**src/sv/maf_pkg.sv**
```systemverilog
// ----------------------------------------------------------------------------
// maf_pkg
// Shared types, constants and helpers of the moving average filter.
// ----------------------------------------------------------------------------
package maf_pkg;

	localparam int WINDOW_MAX = 256;
	localparam int SLOT_W     = $clog2(WINDOW_MAX);
	localparam int TERM_W     = $clog2(WINDOW_MAX + 1);

	localparam int SAMPLE_W  = 32;
	localparam int SUM_W     = 40;
	localparam int NUM_W     = 56;
	localparam int CNT_W     = 32;
	localparam int DIVISOR_W = 64;
	localparam int QUOT_W    = NUM_W + 1;
	localparam int MUL_W     = 34;
	localparam int ACC_W     = 50;
	localparam int DIV_STEPS = NUM_W;
	localparam int STEP_W    = $clog2(DIV_STEPS);

	localparam logic [16:0] ALPHA_ONE = 17'h10000;

	localparam logic [1:0] MODE_SIMPLE   = 2'd0;
	localparam logic [1:0] MODE_WEIGHTED = 2'd1;
	localparam logic [1:0] MODE_EXP      = 2'd2;

	localparam logic [2:0] REG_MODE   = 3'd0;
	localparam logic [2:0] REG_WLEN   = 3'd1;
	localparam logic [2:0] REG_SKIP   = 3'd2;
	localparam logic [2:0] REG_STRICT = 3'd3;
	localparam logic [2:0] REG_ALPHA  = 3'd4;

	typedef struct packed {
		logic [1:0]  mode;
		logic [8:0]  wlen;
		logic [15:0] skip;
		logic        strict;
		logic [16:0] alpha;
	} cfg_t;

	typedef struct packed {
		logic signed [SAMPLE_W-1:0] sample;
		logic                       sample_empty;
		logic                       group_start;
		logic                       is_exp;
	} item_t;

	typedef struct packed {
		logic                        start;
		logic signed [NUM_W-1:0]     dividend;
		logic        [DIVISOR_W-1:0] divisor;
	} div_req_t;

	typedef struct packed {
		logic                     busy;
		logic                     done;
		logic signed [QUOT_W-1:0] quotient;
	} div_rsp_t;

	typedef enum logic [3:0] {
		ST_IDLE,
		ST_READ,
		ST_UPD,
		ST_WMUL,
		ST_WACC,
		ST_CHK,
		ST_DMUL,
		ST_DIVGO,
		ST_DIV,
		ST_EXPV,
		ST_EXPC,
		ST_EM1,
		ST_EM2,
		ST_EM3,
		ST_ESET,
		ST_RES
	} state_t;

	function automatic logic [CNT_W-1:0] inc_sat(input logic [CNT_W-1:0] v);
		return (v == '1) ? v : v + CNT_W'(1);
	endfunction

	function automatic logic signed [31:0] sat32(input logic signed [63:0] v);
		if (v > 64'sd2147483647) begin
			return 32'sh7fffffff;
		end
		if (v < -64'sd2147483648) begin
			return 32'sh80000000;
		end
		return v[31:0];
	endfunction

endpackage

```
**src/sv/maf_div.sv**
```systemverilog
// ----------------------------------------------------------------------------
// maf_div
// Radix-2 restoring divider, signed dividend by unsigned divisor, one
// quotient bit per cycle, truncating toward zero.
// ----------------------------------------------------------------------------
module maf_div import maf_pkg::*; (
	input  logic     clk,
	input  logic     arst_n,
	input  div_req_t req,
	output div_rsp_t rsp
);

	logic                 busy_q;
	logic                 done_q;
	logic                 neg_q;
	logic [STEP_W-1:0]    cnt_q;
	logic [NUM_W-1:0]     num_q;
	logic [DIVISOR_W-1:0] rem_q;
	logic [DIVISOR_W-1:0] div_q;

	logic [DIVISOR_W:0]   trial;
	logic                 ge;
	logic [NUM_W-1:0]     mag;

	assign trial = {rem_q, num_q[NUM_W-1]};
	assign ge    = trial >= {1'b0, div_q};
	assign mag   = req.dividend[NUM_W-1] ? NUM_W'(-req.dividend) : NUM_W'(req.dividend);

	always_ff @(posedge clk or negedge arst_n) begin
		if (!arst_n) begin
			busy_q <= 1'b0;
			done_q <= 1'b0;
			cnt_q  <= '0;
		end else begin
			done_q <= 1'b0;
			if (req.start) begin
				busy_q <= 1'b1;
				cnt_q  <= '0;
			end else if (busy_q) begin
				cnt_q <= cnt_q + STEP_W'(1);
				if (cnt_q == STEP_W'(DIV_STEPS - 1)) begin
					busy_q <= 1'b0;
					done_q <= 1'b1;
				end
			end
		end
	end

	always_ff @(posedge clk) begin
		if (req.start) begin
			neg_q <= req.dividend[NUM_W-1];
			num_q <= mag;
			rem_q <= '0;
			div_q <= req.divisor;
		end else if (busy_q) begin
			rem_q <= ge ? DIVISOR_W'(trial - {1'b0, div_q}) : trial[DIVISOR_W-1:0];
			num_q <= {num_q[NUM_W-2:0], ge};
		end
	end

	assign rsp.busy     = busy_q;
	assign rsp.done     = done_q;
	assign rsp.quotient = neg_q ? -$signed({1'b0, num_q}) : $signed({1'b0, num_q});

endmodule

```
**config.mk**
```make
export PLATFORM = sky130hd
export DESIGN_NAME = maf_div
export DESIGN_NICKNAME = d
export VERILOG_FILES = /design/src/sv/maf_pkg.sv /design/src/sv/maf_div.sv
export SDC_FILE = /design/constraint.sdc
export NUM_CORES = 1
export LEC_CHECK = 0
export BUFFER_PORTS_ARGS = -buffer_cell sky130_fd_sc_hd__buf_2
export CAP_MARGIN = 10
export CORE_MARGIN = 5
export CORE_UTILIZATION = 50
export DETAILED_ROUTE_END_ITERATION = 12
export PLACE_DENSITY = 0.73
export SKIP_CTS_REPAIR_TIMING = 1
export SLEW_MARGIN = 20
export SYNTH_ARGS = -nofsm -noshare
export SYNTH_HDL_FRONTEND = slang
export SYNTH_SLANG_ARGS = --single-unit
```
**constraint.sdc**
```tcl
create_clock -name clk -period 4.4 [get_ports clk]
set_clock_uncertainty 0.15 [all_clocks]
set_input_delay 0.88 -clock clk [delete_from_list [all_inputs] [get_ports clk]]
set_output_delay 0.88 -clock clk [all_outputs]
set_load 0.01 [all_outputs]
```
==> out/results.tsv, run 1 <==
metric	value	unit
status	complete, but fails checks	
violations	negative setup slack	
finalHoldViolCount	0	
ff2ff_setup_slack	0.50	ns
synth_warnings	0	
fin_ws	-0.718	ns
pwr_density_cell	531	nW/um^2
path_class	register to output pin	
seq_area_frac_synth	0.373	
ys_seq_elements	193	
finalPower	8420	uW
io_pins	182	
synth_area	13700	sq um
via_per_inst	5.80	
cp-end-kind	output pin	
syn-mean-instance-area	8.60	sq um
antenna_left	0	
required	3.37	ns
synth.top_cell.area_share	0.265	
grt_usage	0.222	
cts_sinks	193	
drv_cap	0	
grt_overflow	0	
max-vdd-ir-drop	0.270	mV
synth.net_count	1784	
crit_end	rsp[54]	
final_nets	1957	
r2r_cells	13	
max_freq	195	MHz
critPathLaunchType	register	
rsz0062_at_grt	true	
vias	12300	
die_x	176	microns
grt_pass1_wl	57100	microns
drive_above_1_share	0.178	
cts_tree	done	
clockBufferDepth	2	
synthFlopType	edfxtp_1	
die_h	176	microns
fillers	2379	
wl_per_cell	16.6	microns
relSlewSlack	0.375	
async_reset_ff_frac	0.0415	
diodes	0	
dieArea	30800	sq um
dr.pass1.iters	5	
fin_util	0.588	
clk_pin_slew	0.08	ns
hold_slack	0.118	ns
clkLatencyLatePin	0.45	ns
routed_wl	35300	microns
synth_top_area_cell	edfxtp_1	
cp.arrival	4.09	ns
slew_violations	0	
leakage	0.00654	uW
drcViolationCount	0	
synth_cell_types	73	
synth_edf_count	121	
worst_pin_slew	0.937	ns
setup_viol	16	
num_rows	60	
path_max_fanout	4	
syn2layout_area_growth	15.6	%
io_buffer_count	181	
htree_levels	4	
setup_tns	-7.11	ns
r2r-start	div_q[6]	
numCtsBuffers	17	
grt_max_degree	170	
core_area	27000	sq um
finalCriticalPeriod	5.12	ns
drt_iter0_drc	1163	
initial_core_util	0.509	
synth.area.top_cells	edfxtp_1, dfxtp_1, xnor2_1, ha_1, nand2_1	
clockRootBuffer	clkbuf_16	
period_share	1.16	
syn_inst	1593	
gp_congestion	0.909	
grt_pass1_vias	11600	
hpwl	26100	microns
crit_path_start	num_q[23]	
hold_path.class	input pin to async pin	
r2r-end	rem_q[55]	
antenna_found_initial	0	
==> cell usage after synthesis, drive strengths merged (7+ instances only) <==
master / count
mux2: 10
nand2b: 17
a21oi: 138
nor3: 26
a311oi: 46
or3: 21
o21bai: 19
clkbuf: 76
o21a: 9
ha: 67
a31oi: 9
nand4: 24
nand2: 188
and3: 9
o31ai: 37
nor2b: 8
a211oi: 16
xor2: 66
buf: 7
or2: 8
a21boi: 8
o21ai: 85
nor2: 160
or4: 14
o41ai: 18
nor4: 11
o211ai: 9
dfrtp: 8
nand3: 19
a21o: 23
dfxtp: 64
edfxtp: 121
xnor2: 98
inv: 99
==> sequential cells by signal, indices dropped and copies added (netlist names) <==
register	cells
busy_q	1
cnt_q	6
div_q	64
done_q	1
neg_q	1
num_q	56
rem_q	64
==> cells by family after synthesis <==
logic type | count (synthesis) | synth area share
DFF | 193 | 0.373
xor gates and xnor gates | 164 | 0.105
muxes | 16 | 0.0126
and+or+nand+nor | 521 | 0.181
buffers and inverters | 182 | 0.0507
AOI/OAI and AO/OA | 449 | 0.215
adders and majority gates | 68 | 0.0626
==> cell usage in the layout (no fill, tap or decap), types with 19 or more instances in the layout <==
cell	instances
o21ai_0	78
xor2_1	66
nor3_1	24
xnor2_1	95
a311oi_1	46
nand4_1	24
inv_1	98
dfxtp_1	64
a21o_1	23
nand2_1	185
a21oi_1	138
o21bai_1	19
ha_1	67
nor2_1	160
o31ai_1	36
edfxtp_1	121
buf_2	180
buf_4	51
==> stage by stage <==
| stage | cells | setup slack [ns] | cell area [sq um] |
|---|---|---|---|
| global placement | 2084 | -0.155 | 15200 |
| detailed placement | 2084 | -0.247 | 15200 |
| CTS | 2116 | -0.738 | 15800 |
| global route | 2120 | -0.811 | 15800 |
| finish | 2120 | -0.718 | 15800 |
| floorplan | 1593 | 0.000304 | 13700 |
==> power by group <==
part	total, uW	leakage, uW	switching [uW]	internal (uW)
registers	2650	0.00184	316	2330
clock network	1510	0.000256	767	741
logic	4270	0.00444	2480	1790
==> worst min-delay path by stage <==
stage / start / to / slack (ns) / depth (start not counted)
2_1_floorplan: rem_q[47] / rem_q[47] / 0.31 / 2
3_3_place_gp: rem_q[14] / rem_q[14] / 0.33 / 2
3_5_place_dp: rem_q[14] / rem_q[14] / 0.34 / 2
4_1_cts: arst_n / done_q / 0.11 / 1
5_1_grt: arst_n / cnt_q[2] / 0.12 / 1
6_report: arst_n / cnt_q[2] / 0.12 / 1
==> worst max-delay path, stage by stage, from the launching register on <==
cell	delay, ns
edfxtp_1	0.39
or3_4	0.40
or3_4	0.37
or3_4	0.34
or3_4	0.39
or3_4	0.35
or4_4	0.46
nor4_4	0.25
nand3_2	0.14
o31ai_2	0.23
xnor2_1	0.15
buf_2	0.16
==> final cells by class <==
class,instances,area [sq um],share of cell area
clock buffers,17,425,0.0268
clock inverters,15,130,0.00821
inverters,99,373,0.0235
multi-input cells,1218,7980,0.504
flip-flops and latches,193,5120,0.323
well taps,341,427,0.0269
repair buffers,237,1390,0.0877
==> layer usage <==
layer  track usage  routed length, microns
met4        0.0634                     582
met2         0.368                   16500
met3        0.0293                    2230
met5             0                       0
met1         0.305                   16000
(Power assumes the default switching activity.)
==> inputs of run 2 (changes only) <==
Clock period 4.4 ns to 4.7 ns, I/O delays scaled along.
==> out/results.tsv, run 2 (same netlist as run 1, synthesis figures left out) <==
metric	value	unit	change
hold_path.class	input pin to async pin		
io_buffer_count	181		unchanged
hpwl	26200	microns	+0.63%
clockBufferDepth	2		unchanged
gp_congestion	0.915		+0.76%
max-vdd-ir-drop	0.253	mV	-6.1%
clockRootBuffer	clkbuf_16		
path_max_fanout	5		+1
dieArea	30800	sq um	unchanged
io_pins	182		unchanged
die_h	176	microns	unchanged
grt_pass1_wl	57200	microns	+0.24%
clk_pin_slew	0.08	ns	about the same
fin_ws	-0.413	ns	+0.305 ns
grt_overflow	0		unchanged
cts_sinks	193		unchanged
htree_levels	4		unchanged
antenna_found_initial	1		+1
initial_core_util	0.509		unchanged
syn2layout_area_growth	15.8	%	
drt_iter0_drc	1049		-9.8%
cp-end-kind	output pin		
wl_per_cell	16.7	microns	+0.15%
final_nets	1950		-0.36%
r2r_cells	14		+1
final_cell_mix	nand2_1, buf_2, nor2_1		
finalCriticalPeriod	5.11	ns	
finalHoldViolCount	0		unchanged
dr.pass1.iters	6		+1
r2r-end	rem_q[60]		
setup_viol	13		-3
numCtsBuffers	17		unchanged
max_freq	196	MHz	
required	3.61	ns	+0.24 ns
relSlewSlack	0.484		+0.109
die_x	176	microns	unchanged
drv_cap	0		unchanged
routed_wl	35300	microns	about the same
ff2ff_setup_slack	0.46	ns	-0.04 ns
cts_tree	done		
drcViolationCount	0		unchanged
hold_slack	0.182	ns	+0.0642 ns
antenna_left	0		unchanged
grt_usage	0.221		-0.000919
rsz0062_at_grt	true		
path_class	register to output pin		
crit_path_start	num_q[23]		
status	complete, but fails checks		
violations	negative setup slack		
cp.arrival	4.02	ns	-0.07 ns
worst_pin_slew	0.775	ns	-0.162 ns
via_per_inst	5.78		-0.28%
pwr_density_cell	498	nW/um^2	-6.3%
num_rows	60		unchanged
grt_pass1_vias	11800		+1.1%
slew_violations	0		unchanged
reg_top3	div_q (64), rem_q (64), num_q (56)		
critPathLaunchType	register		
clkLatencyLatePin	0.44	ns	about the same
core_area	27000	sq um	unchanged
vias	12200		-0.46%
r2r-start	num_q[55]		
post-place-ws	-0.0573	ns	+0.190 ns
fillers	2338		-1.7%
crit_end	rsp[52]		
mostFrequentLayoutCell	nand2_1		
period_share	1.09		
grt_max_degree	134		-21%
drive_above_1_share	0.181		+0.00240
finalPower	7900	uW	-6.1%
leakage	0.00653	uW	about the same
[run 2: worst max-delay path, cell delays in order (launching register included)]
cell and delay [ns]:
edfxtp_1 0.39, or3_4 0.41, or3_4 0.38, or3_1 0.32, or3_4 0.39, or3_4 0.35, or4_4 0.48, nor4_4 0.21
nand3_2 0.17, buf_4 0.18, nand2_2 0.06, xnor2_1 0.11, buf_2 0.15
[run 2: worst min-delay path by stage]
stage	endpoint	from
floorplan	rem_q[47]	rem_q[47]
global placement	rem_q[14]	rem_q[14]
detailed placement	rem_q[49]	rem_q[49]
CTS	done_q	arst_n
global route	done_q	arst_n
finish	done_q	arst_n
[run 2: area by class of cell]
cell class / instances / area, sq um / share of cell area
antenna: 3 / 7.51 / 0.000473
clock buffer: 17 / 425 / 0.0268
clock inverter: 15 / 149 / 0.00938
inverter: 99 / 372 / 0.0234
multi-input combinational: 1218 / 8040 / 0.507
sequential: 193 / 5120 / 0.323
tap: 341 / 427 / 0.0269
timing repair buffer: 230 / 1330 / 0.0839
[run 2: through the flow]
step	util	cell area (sq um)	TNS (ns)	std cells
after global placement	0.561	15100	0	2076
after detailed placement	0.561	15100	-0.0573	2076
after CTS	0.582	15700	-4.19	2108
after global routing	0.589	15900	-5.28	2113
after floorplan	-	13700	0	1593
final	0.589	15900	-3.42	2116
[run 2: per-layer routing]
metal  GRT usage  vias up  part of all wire
li1            -     6102                 -
met1       0.297     5697              0.45
met2       0.380      376              0.47
met3      0.0280       58             0.054
met4      0.0526        0             0.017
met5           0        -                 0
[run 2: power by group]
group,switching [uW],internal (uW)
clock,742,708
combinational,2310,1650
sequential,306,2180
