--- src/sv/maf_pkg.sv ---
// ----------------------------------------------------------------------------
// maf_pkg
// Shared types, constants and helpers of the moving average filter.
// ----------------------------------------------------------------------------
package maf_pkg;

	localparam int WINDOW_MAX = 256;
	localparam int SLOT_W     = $clog2(WINDOW_MAX);
	localparam int TERM_W     = $clog2(WINDOW_MAX + 1);

	localparam int SAMPLE_W  = 32;
	localparam int SUM_W     = 40;
	localparam int NUM_W     = 56;
	localparam int CNT_W     = 32;
	localparam int DIVISOR_W = 64;
	localparam int QUOT_W    = NUM_W + 1;
	localparam int MUL_W     = 34;
	localparam int ACC_W     = 50;
	localparam int DIV_STEPS = NUM_W;
	localparam int STEP_W    = $clog2(DIV_STEPS);

	localparam logic [16:0] ALPHA_ONE = 17'h10000;

	localparam logic [1:0] MODE_SIMPLE   = 2'd0;
	localparam logic [1:0] MODE_WEIGHTED = 2'd1;
	localparam logic [1:0] MODE_EXP      = 2'd2;

	localparam logic [2:0] REG_MODE   = 3'd0;
	localparam logic [2:0] REG_WLEN   = 3'd1;
	localparam logic [2:0] REG_SKIP   = 3'd2;
	localparam logic [2:0] REG_STRICT = 3'd3;
	localparam logic [2:0] REG_ALPHA  = 3'd4;

	typedef struct packed {
		logic [1:0]  mode;
		logic [8:0]  wlen;
		logic [15:0] skip;
		logic        strict;
		logic [16:0] alpha;
	} cfg_t;

	typedef struct packed {
		logic signed [SAMPLE_W-1:0] sample;
		logic                       sample_empty;
		logic                       group_start;
		logic                       is_exp;
	} item_t;

	typedef struct packed {
		logic                        start;
		logic signed [NUM_W-1:0]     dividend;
		logic        [DIVISOR_W-1:0] divisor;
	} div_req_t;

	typedef struct packed {
		logic                     busy;
		logic                     done;
		logic signed [QUOT_W-1:0] quotient;
	} div_rsp_t;

	typedef enum logic [3:0] {
		ST_IDLE,
		ST_READ,
		ST_UPD,
		ST_WMUL,
		ST_WACC,
		ST_CHK,
		ST_DMUL,
		ST_DIVGO,
		ST_DIV,
		ST_EXPV,
		ST_EXPC,
		ST_EM1,
		ST_EM2,
		ST_EM3,
		ST_ESET,
		ST_RES
	} state_t;

	function automatic logic [CNT_W-1:0] inc_sat(input logic [CNT_W-1:0] v);
		return (v == '1) ? v : v + CNT_W'(1);
	endfunction

	function automatic logic signed [31:0] sat32(input logic signed [63:0] v);
		if (v > 64'sd2147483647) begin
			return 32'sh7fffffff;
		end
		if (v < -64'sd2147483648) begin
			return 32'sh80000000;
		end
		return v[31:0];
	endfunction

endpackage

--- src/sv/maf_front.sv ---
// ----------------------------------------------------------------------------
// maf_front
// Input side: takes stream transfers, tags each item with its mode class and
// holds up to two items for the back end.
// ----------------------------------------------------------------------------
module maf_front import maf_pkg::*; (
	input  logic        clk,
	input  logic        arst_n,
	input  cfg_t        cfg,
	input  logic        s_axis_tvalid,
	output logic        s_axis_tready,
	input  logic [31:0] s_axis_tdata,  // sample
	input  logic [1:0]  s_axis_tuser,  // sample_empty, group_start
	output logic        q_valid,
	output item_t       q_item,
	input  logic        q_pop
);

	item_t      buf_q [2];
	logic       wr_q;
	logic       rd_q;
	logic [1:0] cnt_q;
	logic       push;
	logic       pop;
	item_t      in_item;

	assign s_axis_tready = cnt_q != 2'd2;
	assign push          = s_axis_tvalid && s_axis_tready;
	assign pop           = q_pop && q_valid;
	assign q_valid       = cnt_q != 2'd0;
	assign q_item        = buf_q[rd_q];

	always_comb begin
		in_item.sample       = s_axis_tdata;
		in_item.sample_empty = s_axis_tuser[0];
		in_item.group_start  = s_axis_tuser[1];
		in_item.is_exp       = cfg.mode == MODE_EXP;
	end

	always_ff @(posedge clk or negedge arst_n) begin
		if (!arst_n) begin
			wr_q  <= 1'b0;
			rd_q  <= 1'b0;
			cnt_q <= 2'd0;
		end else begin
			if (push) begin
				wr_q <= ~wr_q;
			end
			if (pop) begin
				rd_q <= ~rd_q;
			end
			cnt_q <= cnt_q + {1'b0, push} - {1'b0, pop};
		end
	end

	always_ff @(posedge clk) begin
		if (push) begin
			buf_q[wr_q] <= in_item;
		end
	end

endmodule

--- config.mk ---
export PLATFORM = sky130hd
export DESIGN_NAME = maf_front
export DESIGN_NICKNAME = d
export VERILOG_FILES = /design/src/sv/maf_pkg.sv /design/src/sv/maf_front.sv
export SDC_FILE = /design/constraint.sdc
export NUM_CORES = 1
export LEC_CHECK = 0
export BUFFER_PORTS_ARGS = -buffer_cell sky130_fd_sc_hd__buf_2
export CORE_AREA = 2 2 99 101
export DETAILED_ROUTE_END_ITERATION = 12
export DIE_AREA = 0 0 101 103
export PLACE_DENSITY = 0.56
export SLEW_MARGIN = 20
export SYNTH_ARGS = -nofsm -noshare
export SYNTH_HDL_FRONTEND = slang
export SYNTH_SLANG_ARGS = --single-unit
--- constraint.sdc ---
create_clock -name clk -period 6.4 [get_ports clk]
set_input_delay 0.32 -clock clk [delete_from_list [all_inputs] [get_ports clk]]
set_output_delay 0.32 -clock clk [all_outputs]
set_load 0.01 [all_outputs]
==> results of run 1 <==
cell families (layout without fill, tap and decap cells):
| group | count (synthesis) | after routing | share of synthesized area (%) |
|---|---|---|---|
| DFF | 74 | 74 | 79.9 |
| and+or+nand+nor | 12 | 12 | 2.59 |
| adders and majority gates | 1 | 1 | 0.454 |
| xor gates and xnor gates | 3 | 3 | 0.953 |
| AOI/OAI and AO/OA | 3 | 3 | 1.09 |
| buffers and inverters | 4 | 94 | 0.726 |
| muxes | 35 | 35 | 14.3 |
flip-flops by register name, indices dropped and copies added (netlist names):
signal  count
rd_q        1
cnt_q       2
wr_q        1
buf_q      70
layout make-up:
cell class | instances | share of cell area (%)
Sequential cell | 74 | 63.3
Multi-Input combinational cell | 54 | 15.6
Timing Repair Buffer | 79 | 12.2
Tap cell | 114 | 4.10
Clock buffer | 9 | 3.56
Clock inverter | 6 | 1.29
worst paths after layout:
path	startpoint	to	cells after the start	slack, ns
worst max-delay path	rd_q	q_item[7]	3	4.11
worst min register to register	wr_q	wr_q	1	0.55
worst min-delay path	s_axis_tuser[0]	buf_q[1][2]	1	0.16
min in group asynchronous	arst_n	cnt_q[1]	2	0.30
max in group asynchronous	arst_n	rd_q	2	5.98
worst max register to register	cnt_q[0]	buf_q[1][13]	2	4.62
stage by stage:
step,utilization (%),setup slack [ns],cell area (µm²),cells
2_1_floorplan,-,3.78,2760,132
3_3_place_gp,34.6,4.43,3270,319
3_5_place_dp,34.6,4.39,3270,319
4_1_cts,36.5,4.04,3450,335
5_1_grt,36.8,3.95,3480,336
6_report,36.8,4.11,3480,336
cells in the mapped netlist:
cell	n	share of area, %
nand3_1	1	0.18
o21ai_0	1	0.18
buf_2	4	0.73
a311oi_2	1	0.54
nand2b_1	1	0.23
and3_2	1	0.27
nor2_1	3	0.41
mux2_2	35	14
and4bb_1	1	0.45
nor2b_1	1	0.23
edfxtp_1	70	76
or2_2	1	0.23
xnor2_1	3	0.95
o21ba_2	1	0.36
nand2_1	2	0.27
dfrtp_1	4	3.6
ha_1	1	0.45
and2b_2	1	0.32
power by group through the flow:
stage                     logic [mW]  clock network [mW]  registers [mW]
final                          0.459               0.312           0.709
after floorplan                0.309                   0           0.699
after detailed placement       0.460                   0           0.723
after global routing           0.507               0.349           0.725
after CTS                      0.461               0.329           0.713
after global placement         0.457                   0           0.719
worst register-to-register path, cell delays in order, from the launching register on:
cell and delay, ns:
dfrtp_1 0.44, nand2b_1 0.17, and3_2 0.78
layer usage:
| layer | GRT usage [%] | vias up | share of wire (%) |
|---|---|---|---|
| met5 | 0 | - | 0 |
| met4 | 4.99 | 0 | 1.5 |
| met3 | 6.31 | 10 | 11 |
| met2 | 14.8 | 62 | 47 |
| met1 | 10.6 | 679 | 40 |
| li1 | - | 685 | - |
timing repair:
item	CTS	global route
hold buffers	1	0
endpoints found under the hold margin	4	0
resized for setup	0	0
==> results.yml, run 1 <==
logic_synthesis:
  syn_nets: 216
  synth_cells: 132
  syn_area_per_cell_um2: 20.9
  synth-seq-area-share_pct: 79.9
  syn_area_um2: 2760
  synth-seq-cells: 74
  synth_cell_type_count: 18
  ys_warn_count: 0
routing:
  ant_nets: 0
  vias: 1436
  drc: 0
  dr.pass1.iters: 4
  first_iter_violations: 31
  routedWlPerCell_um: 13.9
  via_per_inst: 4.27
  wl_um: 4650
grt:
  antenna_found_initial: 0
  track_usage_pct: 9.78
  overflow: 0
  grt_max_degree: 36
  grt_pass1_wl_um: 7270
  grt_pass1_vias: 1470
pwr:
  swShare_pct: 30.6
  p_sw_mw: 0.453
  p_seq_share_pct: 47.9
  power_mw: 1.48
  irDropWorstVdd_v: 0.000239
  p_leak_nw: 1.29
  p_int_mw: 1.03
  combinationalPowerShare_pct: 31.0
  p_clk_share_pct: 21.1
  power_density_nw_per_um2: 425
job:
  maxCapViolCount: 0
floorplan:
  dieArea_um2: 10400
  rows: 36
  initial_utilization_pct: 29.1
  coreArea_um2: 9460
  die_h_um: 103
  die_x_um: 101
  pin_count: 120
timing:
  slew_violations: 0
  tns_ns: 0
  whs_ns: 0.157
  fin_crit_ns: 2.29
  hold_violations: 0
  max_slew_margin_pct: 41.8
  fmax_mhz: 436
  worst_slew_pin_slew_ns: 0.873
  rsz0062_at_grt: "false"
  clock-skew-final_ns: 0.00437
  post-route-period-util_pct: 35.8
  setup_viol: 0
final_layout:
  seq_area_um2: 2200
  diodes: 0
  nets: 302
  layout_common_cells: "buf_2 (76), edfxtp_1 (70), mux2_2 (35), clkbuf_8 (9), dfrtp_1 (4)"
  multi_input_area_um2: 542
  fillers: 918
  drive_gt1_share_pct: 60.4
  area_growth_syn_to_layout_pct: 26.3
  final_common_cell: "buf_2"
worst_setup_path:
  cp_slowest_cell: "dfrtp_1"
  critical_path.cell_chain: "buf_4 > mux2_2 > buf_2"
  cp.required_ns: 6.08
  cp_slowest_stage_delay_ns: 0.67
  critical_path.top_delay_family: "flip-flops"
  path_buf_inv: 2
  endpoint_kind: "output pin"
  critPathMaxFanout: 25
  critical_path_class: "register to output pin"
  cp.arrival_ns: 1.97
  start_kind: "register"
status:
  status: "completed"
clocking:
  cts_root_buf: "clkbuf_8"
  cts_made_buffers: 9
  cts-htree-levels: 3
  clock_path_buffers: 2
  clkTransAtPathRegs_ns: 0.08
  cts_tree: "built"
  cts.sinks: 74
  postCtsSetupRepairBufs: 0
  clk_latency_ns: 0.35
place:
  dp_hpwl_um: 2970
  io_buffers: 76
  routabilityCongestion: 0.659
min_path:
  hold_class: "input port to register"
Power figures use the tool's default switching activity.
==> run 2: changes to the inputs <==
--- a/config.mk
+++ b/config.mk
@@ -9,7 +9,7 @@
 export CORE_AREA = 2 2 99 101
 export DETAILED_ROUTE_END_ITERATION = 12
 export DIE_AREA = 0 0 101 103
-export PLACE_DENSITY = 0.56
+export PLACE_DENSITY = 0.58
 export SLEW_MARGIN = 20
 export SYNTH_ARGS = -nofsm -noshare
 export SYNTH_HDL_FRONTEND = slang
==> constraint.sdc (replaced) <==
create_clock -name clk -period 1.9 [get_ports clk]
set_input_delay 0.095 -clock clk [delete_from_list [all_inputs] [get_ports clk]]
set_output_delay 0.095 -clock clk [all_outputs]
set_load 0.01 [all_outputs]
==> run 2 against run 1 <==
Compared with the run above: combinational power rose to 3.6 times the previous value; first-iteration DRC count fell by 42%; critical path depth did not move; utilization rose by 3.8 points; clock power rose to 3.4 times the previous value; sequential share of layout area fell by 5.9 points; non-clock buffer count rose by 37; critical path type unchanged; largest power group unchanged.
==> results.yml, run 2 (synthesis gave the netlist of run 1 again) <==
worst_setup_path:
  cp.arrival_ns: 1.51
  endpoint_kind: "output pin"
  start_kind: "register"
  critical_path_class: "register to output pin"
  critPathMaxFanout: 33
  cp.required_ns: 1.80
floorplan:
  die_h_um: 103
  coreArea_um2: 9460
  rows: 36
  die_x_um: 101
  initial_utilization_pct: 29.1
  pin_count: 120
  dieArea_um2: 10400
grt:
  grt_max_degree: 34
  overflow: 0
  track_usage_pct: 10.1
  grt_pass1_vias: 1533
  grt_pass1_wl_um: 7520
  antenna_found_initial: 0
routing:
  routedWlPerCell_um: 13.2
  via_per_inst: 4.21
  vias: 1575
  first_iter_violations: 18
  drc: 0
  ant_nets: 0
  dr.pass1.iters: 4
  wl_um: 4940
timing:
  clock-skew-final_ns: 0.00692
  post-route-period-util_pct: 84.5
  worst_slew_pin_slew_ns: 0.266
  fin_crit_ns: 1.61
  max_slew_margin_pct: 82.3
  slew_violations: 0
  rsz0062_at_grt: "false"
  setup_viol: 0
  hold_violations: 0
  fmax_mhz: 623
  setup_slack_ns: 0.294
  tns_ns: 0
place:
  dpl_worst_slack_ns: 0.443
  routabilityCongestion: 0.658
  dp_hpwl_um: 3120
  io_buffers: 76
  placed_cells: 323
min_path:
  hold_class: "input port to register"
clocking:
  cts_resized: 0
  cts_root_buf: "clkbuf_8"
  clkTransAtPathRegs_ns: 0.07
  cts_tree: "built"
  cts_made_buffers: 9
  cts.sinks: 74
  clk_latency_ns: 0.34
  clock_path_buffers: 2
  cts-htree-levels: 3
pwr:
  irDropWorstVdd_v: 0.000639
  p_leak_nw: 1.45
  power_mw: 5.10
  power_density_nw_per_um2: 1330
final_layout:
  largest_register: "buf_q"
  largest_reg_flops: 70
  fin_cells: 374
  nets: 339
  reg.largest.list: "buf_q x70, cnt_q x2"
  fillers: 893
  drive_gt1_share_pct: 51.5
  final_common_cell: "buf_2"
  diodes: 0
  area_growth_syn_to_layout_pct: 39.3
  layout_common_cells: "buf_2 (76), edfxtp_1 (70), mux2_2 (35), dlygate4sd3_1 (35), clkbuf_8 (11)"
job:
  maxCapViolCount: 0
status:
  status: "completed"
run 2: layer usage:
layer	vias to the layer above	share of wire [%]	global-route usage (%)
met2	48	48	15.7
met5	-	0	0
met1	757	44	11.5
met3	11	5.5	4.68
li1	759	-	-
met4	0	2.1	5.61
run 2: final cells by class:
class | instances | area, µm² | share of cell area [%]
tap | 114 | 143 | 3.72
multi-input combinational | 54 | 542 | 14.1
sequential | 74 | 2200 | 57.4
timing repair buffer | 116 | 781 | 20.3
clock buffer | 16 | 170 | 4.43
run 2: final timing paths:
check / startpoint / to / slack (ns) / cells after the start
min: q_pop / rd_q / 0.04 / 3
min reg2reg: rd_q / rd_q / 0.54 / 1
max: rd_q / q_item[10] / 0.29 / 3
max reg2reg: cnt_q[0] / buf_q[0][17] / 0.45 / 4
max in group asynchronous: arst_n / rd_q / 1.68 / 2
min in group asynchronous: arst_n / rd_q / 0.08 / 2
run 2: timing repair:
action | CTS | global route
endpoints found under the setup margin | 0 | 0
endpoints found under the hold margin | 72 | 0
setup buffers | 0 | 0
hold buffers | 35 | 0
run 2: per-stage QoR:
| stage | hold WS [ns] | util, % | instance area [µm²] |
|---|---|---|---|
| 5_1_grt | 0.0109 | 40.6 | 3840 |
| 4_1_cts | 0.00813 | 40.6 | 3840 |
| 3_5_place_dp | -0.0903 | 35.1 | 3320 |
| 2_1_floorplan | -0.201 | - | 2760 |
| 6_report | 0.0362 | 40.6 | 3840 |
| 3_3_place_gp | -0.0903 | 35.1 | 3320 |
run 2: critical path, cell delays in order, from the launching register on:
cell,delay (ns)
dfrtp_2,0.43
buf_12,0.23
mux2_2,0.36
buf_2,0.14
run 2: report_power, final:
group / switching (mW) / internal (mW)
Sequential: 0.128 / 2.24
Clock: 0.520 / 0.550
Combinational: 0.832 / 0.831
